**config.mk**
```make
export PLATFORM = sky130hd
export DESIGN_NAME = qvf_queue
export DESIGN_NICKNAME = d
export VERILOG_FILES = /design/src/sv/qvf_pkg.sv /design/src/sv/qvf_queue.sv
export SDC_FILE = /design/constraint.sdc
export NUM_CORES = 1
export LEC_CHECK = 0
export ABC_AREA = 1
export BUFFER_PORTS_ARGS = -buffer_cell sky130_fd_sc_hd__buf_2
export CAP_MARGIN = 25
export CORE_ASPECT_RATIO = 0.8
export CORE_UTILIZATION = 52
export CTS_CLUSTER_DIAMETER = 120
export CTS_CLUSTER_SIZE = 20
export DETAILED_ROUTE_END_ITERATION = 8
export GPL_TIMING_DRIVEN = 0
export PLACE_DENSITY = 0.79
export SKIP_CTS_REPAIR_TIMING = 1
export SLEW_MARGIN = 20
export SYNTH_ARGS = -nofsm -noshare
export SYNTH_HDL_FRONTEND = slang
export SYNTH_SLANG_ARGS = --single-unit
```
**constraint.sdc**
```tcl
create_clock -name clk -period 4.7 [get_ports clk]
set_clock_uncertainty 0.1 [all_clocks]
set_input_delay 0.47 -clock clk [delete_from_list [all_inputs] [get_ports clk]]
set_output_delay 0.47 -clock clk [all_outputs]
set_load 0.1 [all_outputs]
```
**src/sv/qvf_pkg.sv**
```systemverilog
package qvf_pkg;

	// limits and widths
	localparam int MAX_TRACKS = 4096;
	localparam int ANGLE_BITS = 16;
	localparam logic [12:0] MAX_CNT = 13'(MAX_TRACKS);

	// quarter-sine polynomial, Q30
	localparam logic [30:0] ONE_Q30 = 31'h4000_0000;
	localparam logic [30:0] COEF1 = 31'd1686629713;
	localparam logic [30:0] COEF3 = 31'd693598668;
	localparam logic [30:0] COEF5 = 31'd85569306;
	localparam logic [30:0] COEF7 = 31'd5026995;
	localparam logic [30:0] COEF9 = 31'd172272;

	// event status codes
	typedef enum logic [1:0] {
		ST_OK   = 2'd0,
		ST_NEG  = 2'd1,
		ST_FEW  = 2'd2,
		ST_MANY = 2'd3
	} status_t;

	// closed event handed from front to back
	typedef struct packed {
		logic signed [28:0] cos_sum;
		logic signed [28:0] sin_sum;
		logic [12:0]        m;
		status_t            cls;
		logic               run_end;
	} event_rec_t;

	// coefficient used at the horner steps after the first two
	function automatic logic [30:0] horner_coef(input logic [2:0] k);
		logic [30:0] c;
		case (k)
			3'd2:    c = COEF7;
			3'd3:    c = COEF5;
			3'd4:    c = COEF3;
			default: c = COEF1;
		endcase
		return c;
	endfunction

endpackage

```
**src/sv/qvf_queue.sv**
```systemverilog
module qvf_queue (
	input  logic                clk,
	input  logic                arst_n,
	input  logic                push,
	input  qvf_pkg::event_rec_t wr_rec,
	output logic                full,
	input  logic                pop,
	output qvf_pkg::event_rec_t rd_rec,
	output logic                empty
);
	import qvf_pkg::*;

	event_rec_t slot_q [2];
	logic       wr_ptr_q, rd_ptr_q;
	logic [1:0] fill_q;

	assign full   = (fill_q == 2'd2);
	assign empty  = (fill_q == 2'd0);
	assign rd_rec = slot_q[rd_ptr_q];

	// storage
	always_ff @(posedge clk) begin
		if (push) slot_q[wr_ptr_q] <= wr_rec;
	end

	// pointers
	always_ff @(posedge clk or negedge arst_n) begin
		if (!arst_n) begin
			wr_ptr_q <= 1'b0;
			rd_ptr_q <= 1'b0;
			fill_q   <= 2'd0;
		end else begin
			if (push) wr_ptr_q <= !wr_ptr_q;
			if (pop)  rd_ptr_q <= !rd_ptr_q;
			if (push && !pop)      fill_q <= fill_q + 2'd1;
			else if (pop && !push) fill_q <= fill_q - 2'd1;
		end
	end

endmodule

```
# Yosys cells after proc, flatten, opt, wreduce, memory -nomap -nowiden
# Memory sizes are Yosys's and may differ from the RTL's.
# Index checks and enable logic that the tools add are counted.
[word_totals]
ff_bits = 4
latchBits = 0
ramBits = 148
romBits = 0
in_bits = 78
wordCells = 19
memories = 1
[op_classes]
addsub = 2
multipliers = 0
div_mod_pow = 0
magnitude_cmp = 0
n_eq_ne = 1
shift = 0
muxes = 4
bitwise = 0
n_reduce_logical = 8
[mem_list]
columns = ["name", "words", "width", "read_ports", "rd_clocked_by_memory_dff", "wr", "line_no", "rtl"]
rows = [
  ["slot_q", 2, 74, 1, 0, 1, "qvf_queue.sv:13", "event_rec_t slot_q [2];"],
]
[ops]
columns = ["cell", "count"]
rows = [
  ["logical NOT 1 bit", 4],
  ["2-to-1 mux 2 bit", 2],
  ["adder 2 x 1 -> 2 bit (second input constant)", 1],
  ["equality test 2 bit (second input constant)", 1],
  ["logical AND 1 bit", 2],
  ["logical NOT 2 bit", 1],
  ["2-to-1 mux 1 bit", 2],
  ["nonzero test 2 bit", 1],
  ["subtractor 2 x 1 -> 2 bit (second input constant)", 1],
]

# Depth between registers and ports, before layout
[depth]
depth_word = 4
ltp_mapped = 7
mapped_depth_nobuf = 7

# Worst setup path after synthesis
# Ideal clock, no wire load.
[synth_timing]
path_kind = "input to register"
start = "input push"
end = "memory slot_q[0][0] in the netlist's numbering, enable pin"
setup_ps = 509
t_arrival_ps = 3611
slack_ps = 480
path_stages = 2
cell_sequence = "inv_1 nor2_1"
[synth_via]
elab_chain_len = 2
[synth_lines]
columns = ["element", "line_no", "rtl"]
rows = [
  ["start, declared", "qvf_queue.sv:4", "input logic push,"],
  ["2-to-1 mux 1 bit", "qvf_queue.sv:23", "if (push) slot_q[wr_ptr_q] <= wr_rec;"],
  ["2-to-1 mux 1 bit (implied by the code)", "qvf_queue.sv:23", ""],
  ["end, declared", "qvf_queue.sv:13", ""],
]
# No other way between the ends.

==> run_results.csv <==
group,metric,value,unit
logic_synthesis,synth_cells,255,
global_routing,grt_start_max_net_pins,46,
place,dpl_cell_area,6838,sq um
drt,wl_per_cell,17.04,um
final_layout,nets,512,
worst_setup_path,reg2reg_depth,4,
clocking,cts_buffers,17,
worst_setup_path,r2r_setup_slack,2960,ps
drt,ant_nets,0,
sta,period_needed,2360,ps
final_layout,stdcell_count,586,
global_routing,antenna_found_initial,0,
logic_synthesis,ys_ff_latch,152,
logic_synthesis,synth.cell_area,5749,sq um
clocking,cts_tree,"yes",
final_layout,area_delta_synth_final,28.71,%
worst_setup_path,critical_path.max_stage_delay,380,ps
global_routing,grt_pass1_vias,3066,
die,coreArea,10490,sq um
clocking,cts_root_buf,"clkbuf_16",
drt,first_pass_iters,4,
place,hpwl,6.822,mm
worst_setup_path,start_kind,"register",
sta,fmax,423.8,MHz
drt,wl,9.988,mm
logic_synthesis,ys_types,14,
final_layout,layout-drive-gt1-share,60.76,%
global_routing,track_usage,18.55,%
clocking,clk_latency,400,ps
logic_synthesis,ys_seq_area_share,79.04,%
worst_setup_path,crit_arrival,1790,ps
worst_setup_path,crit_path_max_fanout,10,
worst_setup_path,crit_slowest_cell,"dfrtp_1",
worst_setup_path,worst_path_most_repeated_cell,"buf_6",
final_layout,mostFrequentLayoutCells,"155 x buf_2, 148 x edfxtp_1, 50 x mux2_4, 24 x mux2_2, 17 x clkbuf_16",
logic_synthesis,avgSynthCellArea,22.55,sq um
clocking,clockBufferDepth,2,
die,dieArea,11480,sq um
final_layout,final_common_cell,"buf_2",
global_routing,grt_pass1_wl,15.28,mm
sta,setup_viol,0,
worst_setup_path,worstReg2RegEnd,"slot_q[0][30]",
sta,min_period_over_period,50.21,%
drt,viasPerCell,4.966,
die,initial_core_util,54.82,%
die,fp.dieW,119.6,um
worst_setup_path,crit_path_end,"rd_rec[20]",
global_routing,grt_remaining_overflow,0,
place,post-place-ws,2717,ps
drt,via_count,2910,
run,drv_cap,0,
sta,slew_headroom,65.82,%
drt,drc,0,
sta,final.setup.worst_slack,2340,ps
worst_setup_path,critPathKind,"reg2out",
clocking,htree_levels,4,
status,status,"completed",
logic_synthesis,ys_warn_count,0,
worst_setup_path,startpoint,"rd_ptr_q",
clocking,cts_sinks,152,
place,dp.cells,553,
sta,tns,0,ps
worst_setup_path,r2r-start,"wr_ptr_q",
die,die_h,96.05,um
worst_setup_path,worstPathRequired,4130,ps
clocking,path_clk_slew,60,ps
worst_hold_path,hold_class,"in2reg",
worst_setup_path,path_cells,"buf_6, buf_6, mux2_4, buf_2",
sta,hold_viol,0,
place,gp_congestion,0.6726,
die,num_rows,33,
die,io_pins,154,
sta,slew_viol_final,0,
worst_setup_path,endpoint_kind,"output pin",
final_layout,n_antenna_cell,0,
final_layout,stdcell_area,7400,sq um
sta,worst_pin_slew,516.2,ps
logic_synthesis,synth_nets,334,
drt,drt_iter0_markers,126,
place,io_buffers,153,
sta,rsz0062_at_grt,"no",
[area by class of cell]
| type | count | area (sq um) |
|---|---|---|
| inverter | 7 | 28.78 |
| timing repair buffer | 159 | 913.4 |
| buffer | 8 | 77.57 |
| multi-input combinational | 88 | 1109 |
| sequential | 152 | 4544 |
| clock inverter | 13 | 118.9 |
| clock buffer | 19 | 432.9 |
| fill | 686 | 3088 |
| tap | 140 | 175.2 |
[cell usage after synthesis]
library cell  count  area (sq um)
dfrtp_1           4         100.1
mux2_2           24         270.3
nand3_1           1         5.000
inv_1             7         26.28
xor2_1            2         17.52
buf_2             2         10.01
ha_1              1         12.51
nand2_1           5         18.77
edfxtp_1        148          4444
nand4_1           1         6.260
nor2_1            3         11.26
buf_6             6         67.56
mux2_4           50         750.7
xnor2_1           1         8.760
[metrics by stage]
stage                     util, %  hold WS [ps]
after floorplan                 -         74.41
after global placement      63.79         177.9
after detailed placement    65.20         180.6
after CTS                   70.46        -259.2
after global routing        70.56         123.8
final                       70.56         146.3
[per-layer routing]
metal	vias to the layer above	track usage [%]	wire length [um]
met5	-	0	0
met4	0	7.187	115
met3	11	7.879	931
met2	131	31.60	4974
met1	1409	20.98	3966
li1	1359	-	-
[registers in the layout (all words and copies together), names as in the netlist]
register,flops
slot_q,148
fill_q,2
rd_ptr_q,1
wr_ptr_q,1
[critical path: cells and delay by family (launching register included)]
kind     cells  cell delay (ps)
mux          1              320
flops        1              380
buf+inv      3              680
[worst min path at each step]
stage                          to  slack [ps]  startpoint  depth (start not counted)
floorplan               fill_q[0]          70      arst_n                          0
global placement        fill_q[1]         180      arst_n                          1
detailed placement      fill_q[1]         180      arst_n                          1
CTS                     fill_q[1]        -260      arst_n                          1
global route        slot_q[0][39]         120  wr_rec[39]                          1
finish              slot_q[0][29]         150  wr_rec[29]                          1
[logic make-up (layout without fill, tap and decap cells)]
family,count (synthesis),count (layout),share of synthesized area [%]
mux,74,74,17.76
simple gates,10,10,0.7182
buf+inv,15,206,1.806
flops,152,152,79.04
fa+ha+maj,1,1,0.2176
xor+xnor,3,3,0.4571
Power is not shown: default switching activity piles up to over one toggle a cycle in this logic, so the estimate is an artifact.
