[src/sv/qvf_pkg.sv]
package qvf_pkg;

	// limits and widths
	localparam int MAX_TRACKS = 4096;
	localparam int ANGLE_BITS = 16;
	localparam logic [12:0] MAX_CNT = 13'(MAX_TRACKS);

	// quarter-sine polynomial, Q30
	localparam logic [30:0] ONE_Q30 = 31'h4000_0000;
	localparam logic [30:0] COEF1 = 31'd1686629713;
	localparam logic [30:0] COEF3 = 31'd693598668;
	localparam logic [30:0] COEF5 = 31'd85569306;
	localparam logic [30:0] COEF7 = 31'd5026995;
	localparam logic [30:0] COEF9 = 31'd172272;

	// event status codes
	typedef enum logic [1:0] {
		ST_OK   = 2'd0,
		ST_NEG  = 2'd1,
		ST_FEW  = 2'd2,
		ST_MANY = 2'd3
	} status_t;

	// closed event handed from front to back
	typedef struct packed {
		logic signed [28:0] cos_sum;
		logic signed [28:0] sin_sum;
		logic [12:0]        m;
		status_t            cls;
		logic               run_end;
	} event_rec_t;

	// coefficient used at the horner steps after the first two
	function automatic logic [30:0] horner_coef(input logic [2:0] k);
		logic [30:0] c;
		case (k)
			3'd2:    c = COEF7;
			3'd3:    c = COEF5;
			3'd4:    c = COEF3;
			default: c = COEF1;
		endcase
		return c;
	endfunction

endpackage

[src/sv/qvf_back.sv]
module qvf_back (
	input  logic                clk,
	input  logic                arst_n,
	input  logic                q_empty,
	output logic                q_pop,
	input  qvf_pkg::event_rec_t rec_in,
	output logic                out_valid,
	input  logic                out_ready,
	output logic [15:0]         event_number,
	output logic [12:0]         track_total,
	output logic [15:0]         correlation,
	output logic [14:0]         flow_v2,
	output logic [1:0]          status,
	output logic [14:0]         run_average,
	output logic                average_valid
);
	import qvf_pkg::*;

	typedef enum logic [10:0] {
		B_IDLE = 11'b00000000001,
		B_MULX = 11'b00000000010,
		B_MULY = 11'b00000000100,
		B_MULD = 11'b00000001000,
		B_NUM  = 11'b00000010000,
		B_DIVP = 11'b00000100000,
		B_DIVS = 11'b00001000000,
		B_QUO  = 11'b00010000000,
		B_SQRT = 11'b00100000000,
		B_FIN  = 11'b01000000000,
		B_OUT  = 11'b10000000000
	} bstate_t;

	bstate_t     state_q;
	logic [27:0] qx_q, qy_q;
	logic [12:0] m_q;
	logic        run_end_q, neg_q, avg_mode_q, sat_q;
	logic [55:0] prod_q;
	logic [56:0] sq_q;
	logic [57:0] rem_q, dsh_q;
	logic [17:0] quo_q;
	logic [4:0]  cnt_q;
	logic [29:0] xs_q;
	logic [30:0] root_q;
	logic [28:0] bit_q;
	logic [15:0] ev_q, evnum_q;
	logic [31:0] acc_q;
	logic [15:0] corr_q;
	logic [14:0] v2_q, avg_q;
	status_t     status_q;
	logic        avgv_q;

	logic        out_valid_q;
	logic [15:0] out_ev_q, out_corr_q;
	logic [12:0] out_tt_q;
	logic [14:0] out_v2_q, out_avg_q;
	logic [1:0]  out_st_q;
	logic        out_avgv_q;

	logic [28:0] cabs, sabs;
	logic [27:0] mul_a, mul_b;
	logic [55:0] mul;
	logic [56:0] m30;
	logic [57:0] dsh_corr;
	logic        rem_ge;
	logic [30:0] sq_sum;
	logic [14:0] v2_nx;
	logic [32:0] acc_sum;
	logic [31:0] acc_nx;
	logic [16:0] neg_val;
	logic [16:0] ev_cnt;
	logic        out_load;

	// magnitudes of the event sums
	assign cabs = rec_in.cos_sum[28] ? $unsigned(29'sd0 - rec_in.cos_sum)
	                                 : $unsigned(rec_in.cos_sum);
	assign sabs = rec_in.sin_sum[28] ? $unsigned(29'sd0 - rec_in.sin_sum)
	                                 : $unsigned(rec_in.sin_sum);

	// shared multiplier
	always_comb begin
		priority if (state_q == B_MULX) begin
			mul_a = qx_q;
			mul_b = qx_q;
		end else if (state_q == B_MULY) begin
			mul_a = qy_q;
			mul_b = qy_q;
		end else begin
			mul_a = {15'b0, m_q};
			mul_b = {15'b0, m_q - 13'd1};
		end
	end
	assign mul = mul_a * mul_b;

	// numerator, divider step, root step
	assign m30      = {14'b0, m_q, 30'b0};
	assign dsh_corr = {prod_q[25:0], 15'b0, 17'b0};
	assign rem_ge   = (rem_q >= dsh_q);
	assign sq_sum   = root_q + {2'b0, bit_q};
	assign v2_nx    = (root_q > 31'd32767) ? 15'h7fff : root_q[14:0];
	assign acc_sum  = {1'b0, acc_q} + {18'b0, v2_nx};
	assign acc_nx   = acc_sum[32] ? 32'hffff_ffff : acc_sum[31:0];
	assign neg_val  = 17'd0 - {1'b0, quo_q[15:0]};
	assign ev_cnt   = {1'b0, ev_q} + 17'd1;

	assign q_pop    = (state_q == B_IDLE) && !q_empty;
	assign out_load = (state_q == B_OUT) && (!out_valid_q || out_ready);

	// working registers
	always_ff @(posedge clk) begin
		unique case (state_q)
			B_IDLE: begin
				qx_q      <= cabs[27:0];
				qy_q      <= sabs[27:0];
				m_q       <= rec_in.m;
				run_end_q <= rec_in.run_end;
				status_q  <= rec_in.cls;
				root_q    <= '0;
				corr_q    <= '0;
				neg_q     <= 1'b0;
			end
			B_MULX: prod_q <= mul;
			B_MULY: begin
				sq_q   <= {1'b0, prod_q};
				prod_q <= mul;
			end
			B_MULD: begin
				sq_q   <= sq_q + {1'b0, prod_q};
				prod_q <= mul;
			end
			B_NUM: begin
				dsh_q <= dsh_corr;
				if (sq_q >= m30) begin
					rem_q <= {1'b0, sq_q - m30};
					neg_q <= 1'b0;
				end else begin
					rem_q <= {1'b0, m30 - sq_q};
					neg_q <= 1'b1;
				end
			end
			B_DIVP: begin
				sat_q <= ({1'b0, rem_q} >= {dsh_q, 1'b0});
				quo_q <= '0;
				cnt_q <= '0;
			end
			B_DIVS: begin
				if (rem_ge) rem_q <= rem_q - dsh_q;
				quo_q <= {quo_q[16:0], rem_ge};
				dsh_q <= dsh_q >> 1;
				cnt_q <= cnt_q + 5'd1;
			end
			B_QUO: begin
				if (avg_mode_q) begin
					avg_q  <= (sat_q || quo_q > 18'd32767) ? 15'h7fff : quo_q[14:0];
					avgv_q <= 1'b1;
				end else if (neg_q) begin
					status_q <= ST_NEG;
					corr_q   <= (quo_q > 18'd32768) ? 16'h8000 : neg_val[15:0];
				end else begin
					corr_q <= (sat_q || quo_q > 18'd32767) ? 16'h7fff : quo_q[15:0];
					xs_q   <= (sat_q || quo_q > 18'd32767) ? {15'h7fff, 15'b0}
					                                       : {quo_q[14:0], 15'b0};
					bit_q  <= 29'h1000_0000;
					cnt_q  <= '0;
				end
			end
			B_SQRT: begin
				if ({1'b0, xs_q} >= sq_sum) begin
					xs_q   <= xs_q - sq_sum[29:0];
					root_q <= (root_q >> 1) + {2'b0, bit_q};
				end else begin
					root_q <= root_q >> 1;
				end
				bit_q <= bit_q >> 2;
				cnt_q <= cnt_q + 5'd1;
			end
			B_FIN: begin
				v2_q    <= v2_nx;
				evnum_q <= ev_q;
				avg_q   <= '0;
				avgv_q  <= 1'b0;
				rem_q   <= {26'b0, acc_nx};
				dsh_q   <= {24'b0, ev_cnt, 17'b0};
			end
			default: ;
		endcase
	end

	// sequencer, run state and output register
	always_ff @(posedge clk or negedge arst_n) begin
		if (!arst_n) begin
			state_q     <= B_IDLE;
			avg_mode_q  <= 1'b0;
			ev_q        <= '0;
			acc_q       <= '0;
			out_valid_q <= 1'b0;
		end else begin
			if (out_load) out_valid_q <= 1'b1;
			else if (out_ready) out_valid_q <= 1'b0;
			unique case (state_q)
				B_IDLE: begin
					if (!q_empty) begin
						avg_mode_q <= 1'b0;
						state_q    <= (rec_in.cls == ST_OK) ? B_MULX : B_FIN;
					end
				end
				B_MULX: state_q <= B_MULY;
				B_MULY: state_q <= B_MULD;
				B_MULD: state_q <= B_NUM;
				B_NUM:  state_q <= B_DIVP;
				B_DIVP: state_q <= B_DIVS;
				B_DIVS: if (cnt_q == 5'd17) state_q <= B_QUO;
				B_QUO: begin
					if (avg_mode_q) begin
						ev_q    <= '0;
						acc_q   <= '0;
						state_q <= B_OUT;
					end else if (neg_q) begin
						state_q <= B_FIN;
					end else begin
						state_q <= B_SQRT;
					end
				end
				B_SQRT: if (cnt_q == 5'd14) state_q <= B_FIN;
				B_FIN: begin
					acc_q <= acc_nx;
					ev_q  <= ev_cnt[15:0];
					if (run_end_q) begin
						avg_mode_q <= 1'b1;
						state_q    <= B_DIVP;
					end else begin
						state_q <= B_OUT;
					end
				end
				B_OUT: if (out_load) state_q <= B_IDLE;
				default: state_q <= B_IDLE;
			endcase
		end
	end

	// result beat payload
	always_ff @(posedge clk) begin
		if (out_load) begin
			out_ev_q   <= evnum_q;
			out_tt_q   <= (m_q > MAX_CNT) ? MAX_CNT : m_q;
			out_corr_q <= corr_q;
			out_v2_q   <= v2_q;
			out_st_q   <= status_q;
			out_avg_q  <= avg_q;
			out_avgv_q <= avgv_q;
		end
	end

	assign out_valid     = out_valid_q;
	assign event_number  = out_ev_q;
	assign track_total   = out_tt_q;
	assign correlation   = out_corr_q;
	assign flow_v2       = out_v2_q;
	assign status        = out_st_q;
	assign run_average   = out_avg_q;
	assign average_valid = out_avgv_q;

endmodule
[config.mk]
export PLATFORM = sky130hd
export DESIGN_NAME = qvf_back
export DESIGN_NICKNAME = d
export VERILOG_FILES = /design/src/sv/qvf_pkg.sv /design/src/sv/qvf_back.sv
export SDC_FILE = /design/constraint.sdc
export NUM_CORES = 2
export LEC_CHECK = 0
export ABC_CLOCK_PERIOD_IN_PS = 12650
export BUFFER_PORTS_ARGS = -buffer_cell sky130_fd_sc_hd__buf_2
export CORE_ASPECT_RATIO = 0.7
export CORE_MARGIN = 3
export CORE_UTILIZATION = 24
export DETAILED_ROUTE_END_ITERATION = 10
export PLACE_DENSITY_LB_ADDON = 0.25
export SYNTH_ARGS = -nofsm -noshare
export SYNTH_HDL_FRONTEND = slang
export SYNTH_SLANG_ARGS = --single-unit
[constraint.sdc]
create_clock -name clk -period 12.65 [get_ports clk]
set_input_delay 0.6325 -clock clk [delete_from_list [all_inputs] [get_ports clk]]
set_output_delay 0.6325 -clock clk [all_outputs]
set_load 0.01 [all_outputs]
-- Yosys cells after proc, flatten, opt, wreduce, memory -nomap -nowiden
Index checks and enable logic that the tools add are counted.
- $add $sub $neg: 14
- multipliers: 1
- order comparisons: 8
- equality and inequality tests: 24
- multiplexer cells: 60
- reduce and logical (&&, ||, !) cells: 29
- operators by type and width (cell ; number):
    $pmux W58 S3 ; 2
    $mux W28 ; 6
    $pmux W11 S11 ; 1
    $mux W30 ; 4
    $pmux W57 S2 ; 1
    $mux W16 ; 5
    $mux W11 ; 6
    $mux W32 ; 2
    $pmux W16 S2 ; 2
    $pmux W32 S2 ; 1
    $pmux W31 S2 ; 1
    $pmux W30 S2 ; 1
    $ge A58 B59 Y1 ; 1
    $ge A58 B58 Y1 ; 1
    $mux W29 ; 2
    $mux W58 ; 1
    $pmux W29 S2 ; 1
    $sub A58 B58 Y58 ; 1
    $add A57 B56 Y57 ; 1
    $ge A57 B43 Y1 ; 1
    $mux W57 ; 1
    $sub A43 B57 Y57 ; 1
    $sub A57 B43 Y57 ; 1
    $mul A28 B28 Y56 ; 1
    other kinds (50) ; 91
- bits in registers: 618
- bits of input ports: 78
- output and inout port bits: 80

-- Longest topological paths before layout
- depth in word-level cells: 6
- gate-level depth with buffers: 37

-- Least setup slack after synthesis
Ideal clock, no wire load.
- kind: reg-to-reg
- start: register state_q[6]
- end: register prod_q[55], data pin
- setup time: 0.258 ns
- data arrival time: 8.788 ns
- data required time: 12.392 ns
- setup slack: 3.604 ns
- cell stages (with the launch flop): 35
- buffers on the path: 4
- clock period less this slack: 9.046 ns
- path through: dfrtp_1 clkbuf_1 nor2_1 nand4_1 nor4b_1 clkbuf_1 clkbuf_1 o21a_1 buf_1 nor2_1 fa_1 inv_1 fa_1 fa_1 inv_1 fa_1 inv_1 fa_1 inv_1 fa_1 inv_1 fa_1 inv_1 ha_1 a21o_1 a21o_1 a2111oi_0 o41ai_1 a21o_1 a21o_1 a221oi_1 nand2_1 a21o_1 a21o_1 xnor2_1
- word-level cells in the longest chain between the ends: 4
- elaborated cells on any way between the ends: 7
- those cells by class: mul (1); eq/ne (2); mux (4)
- RTL lines (what ; RTL line ; source):
    start: declaration ; qvf_back.sv:33 ; bstate_t state_q;
    start signal: assignment ; qvf_back.sv:203 ; state_q <= (rec_in.cls == ST_OK) ? B_MULX : B_FIN;
    $eq A11 B3 Y1 ; qvf_back.sv:84 ; end else if (state_q == B_MULY) begin
    $mux W28 ; qvf_back.sv:84 ;
    $mux W28 ; qvf_back.sv:81 ; priority if (state_q == B_MULX) begin
    $mul A28 B28 Y56 * ; qvf_back.sv:92 ; assign mul = mul_a * mul_b;
    named net mul[55] ; qvf_back.sv:61 ; logic [55:0] mul;
    end signal: assignment ; qvf_back.sv:121 ; B_MULX: prod_q <= mul;
    end signal: assignment ; qvf_back.sv:124 ; prod_q <= mul;
    end signal: assignment ; qvf_back.sv:128 ; prod_q <= mul;
    end: declaration ; qvf_back.sv:37 ; logic [55:0] prod_q;
Mark *: on every way through the listed nets, which the timed path passes. The rest lies on a longest branch.
A chain may end at the register's enable or synchronous reset.

-- Worst setup path after layout
- start: register m_q[2]
- end: register prod_q[55], data pin
- word-level cells in the longest chain between the ends: 4
- elaborated cells on any way between the ends: 6
- those cells by class: add/sub (1); mul (1); mux (4)
- RTL lines (what ; RTL line ; source):
    start: declaration ; qvf_back.sv:35 ; logic [12:0] m_q;
    start signal: assignment ; qvf_back.sv:114 ; m_q <= rec_in.m;
    $sub A13 B1 Y13 ; qvf_back.sv:89 ; mul_b = {15'b0, m_q - 13'd1};
    $mux W28 ; qvf_back.sv:84 ;
    $mux W28 ; qvf_back.sv:81 ;
    $mul A28 B28 Y56 * ; qvf_back.sv:92 ;
    named net mul[55] ; qvf_back.sv:61 ;
Marked as above.

==> impl_metrics.tcl <==
set metrics [dict create \
    outcome "finished clean" \
    cts_tree "yes" \
    globalRouteMet3Util_pct 3.62 \
    cts_setup_buffers 0 \
    insertion_delay_ns 0.73 \
    numPortBuffers 157 \
    die_h_um 433 \
    clkSlewWorstSetupHoldPaths_ns 0.06 \
    ys_top_cells_by_count "inv_1, nand2_1, fa_1" \
    final.period_utilization_pct 85.3 \
    synth_nets 7874 \
    rows 156 \
    startpoint_type "flip-flop" \
    ys_seq_area_share_pct 28.5 \
    crit_required_ns 13.10 \
    async_reset_ff_share_pct 10.1 \
    area_delta_synth_final_pct 11.9 \
    core_area_um2 259000 \
    yosys_warnings 0 \
    rr_worst_depth 34 \
    gp_congestion 0.902 \
    grt.busiest_layer "met1" \
    critical_path_class "reg -> reg" \
    final_nets 7932 \
    crit_slowest_cell "o21a_1" \
    synth_top_cell_area_share_pct 26.1 \
    synth_ff_type "edfxtp_1" \
    clock_sinks 604 \
    io_pins 158 \
    ys_types 89 \
    die_w_um 616 \
    post-dp-hpwl_um 172000 \
    crit_fanout 15 \
    maxCapViolations 0 \
    grt.total_usage_pct 16.0 \
    cts_buffers 74 \
    synth_most_common_cell "inv_1" \
    grt_pass1_wl_um 323000 \
    routed_via_density 4.73 \
    drc_errors 0 \
    cp-end-kind "flip-flop" \
    max-slew-margin-rel_pct 8.44 \
    wl_per_cell_um 21.2 \
    grt_max_degree 93 \
    ctsRootBufferMaster "clkbuf_16" \
    start_util_pct 24.2 \
    crit_path_max_incr_delay_ns 0.94 \
    cts_max_level 3 \
    synth_area_per_cell_um2 9.39 \
    netlist_area_um2 62500 \
    synthCells 6657 \
    antenna_found_initial 29 \
    hold_path.startpoint "rec_in[14]" \
    holdPathStages 1 \
    tns_ns 0 \
    setup_viol 0 \
    first_iter_violations 4225 \
    grt_overflow_total 0 \
    synth-edff-count 543 \
    hp-class "in -> reg" \
    met2_usage_pct 23.0 \
    rr_endpoint "prod_q[55]$_DFFE_PP_" \
    routed_wl_um 217000 \
    fin_crit_ns 10.79 \
    r2r_start "m_q[2]$_DFFE_PP_" \
    hold_violations 0 \
    ys_top_cells_by_area "edfxtp_1, fa_1, ha_1" \
    gr-usage-met1_pct 24.4 \
    tightest_slew_ns 1.36 \
    drv_slew 0 \
    rsz0062_at_grt "false" \
    synth_seq_cells 604 \
    drive_gt1_share_pct 6.41 \
    reg2reg_slack_ns 1.86 \
    clock_skew_ns 0.0545 \
    crit_arrival_ns 11.24 \
    whs_endpoint "m_q[11]$_DFFE_PP_" \
    die_area_um2 267000 \
    drt-pass1-iter-count 6 \
    fmax_mhz 92.6 \
    clock_path_buffers 3 \
    synth_top_area_cell "edfxtp_1" \
    dr_total_vias 48532 \
    ant_nets 0 \
    grt_pass1_vias 48177 \
]
## worst max-delay path, delay by kind of cell (launching register included)
kind            cells  cell delay (ns)
flops               1             0.49
fa+ha+maj           8             3.99
xor+xnor            2             0.39
compound gates     11             3.68
buf+inv             7             0.50
simple gates        6             1.49
## layout make-up
class / count / area, µm²
flip-flops and latches: 604 / 17800
multi-input cells: 4721 / 39800
clock inverters: 48 / 603
inverters: 1075 / 4040
fillers: 27560 / 189000
clock buffers: 87 / 1900
repair buffers: 239 / 1440
well taps: 3476 / 4350
diodes: 7 / 17.5
## cell families (layout without fill, tap and decap cells)
kind of cell | after synthesis | in the layout | synth area share [%]
XOR/XNOR | 397 | 397 | 5.56
AND/OR/NAND/NOR | 1814 | 1814 | 13.2
other | 0 | 7 | 0
adder cells (fa/ha/maj) | 1139 | 1139 | 30.6
multiplexers | 30 | 30 | 0.484
flip-flops | 604 | 604 | 28.5
AO/OA/AOI/OAI | 1341 | 1341 | 13.7
buffers and inverters | 1332 | 1449 | 8.02
## layout by cell type (no fill, tap or decap), drive strengths merged, types with 38 or more instances in the layout
master	count
a211oi	38
a21o	147
a21oi	349
a31oi	41
and2	50
and3	48
buf	238
clkbuf	87
dfrtp	60
edfxtp	543
fa	648
ha	491
inv	1076
nand2	651
nand2b	50
nand3	104
nand4	54
nor2	579
nor2b	58
nor3	68
o21a	66
o21ai	346
o21bai	53
o22ai	39
o31ai	48
xnor2	251
xor2	146
## repair_timing
item | 4_1_cts | 5_1_grt
resized for setup | 0 | 0
endpoints found under the setup margin | 0 | 0
hold endpoints to repair | 6 | 0
hold buffers | 1 | 0
## registers in the layout (all words and copies together), names as in the netlist, 16 cells and up
signal,cells
ev_q,16
rem_q,58
acc_q,32
qx_q,28
prod_q,56
xs_q,30
evnum_q,16
sq_q,57
dsh_q,58
quo_q,18
qy_q,28
event_number,16
root_q,31
correlation,16
corr_q,16
## routing by layer
metal | routed length (µm) | share of wire, %
met1 | 107000 | 49
met2 | 89000 | 41
met3 | 17200 | 7.9
met4 | 4270 | 2.0
met5 | 0 | 0
## metrics by stage
stage                     instances  area, µm²  setup WS, ns  util [%]  hold WS [ns]
after floorplan                6657      62500          3.60         -         0.337
after global placement        10113      67400          1.99      26.1         0.403
after detailed placement      10113      67400          2.06      26.1         0.405
after CTS                     10249      70000          2.01      27.0        0.0499
after global routing          10252      70000          1.34      27.1        0.0634
final                         10257      70000          1.86      27.1         0.113
## worst max path at each step
stage                                       from                   end  slack [ns]  cells past startpoint
after detailed placement  state_q[4]$_DFFE_PN0P_  prod_q[51]$_DFFE_PP_        2.06                     32
after CTS                 state_q[9]$_DFFE_PN0P_  prod_q[51]$_DFFE_PP_        2.01                     32
after floorplan           state_q[6]$_DFFE_PN0P_  prod_q[55]$_DFFE_PP_        3.60                     34
after global placement          m_q[2]$_DFFE_PP_  prod_q[55]$_DFFE_PP_        1.99                     34
after global routing      state_q[9]$_DFFE_PN0P_  prod_q[55]$_DFFE_PP_        1.34                     30
final                           m_q[2]$_DFFE_PP_  prod_q[55]$_DFFE_PP_        1.86                     34
Power is left out: the tool's default activity adds up to more than one toggle a clock period on the data nets, which glitch-free logic cannot reach.
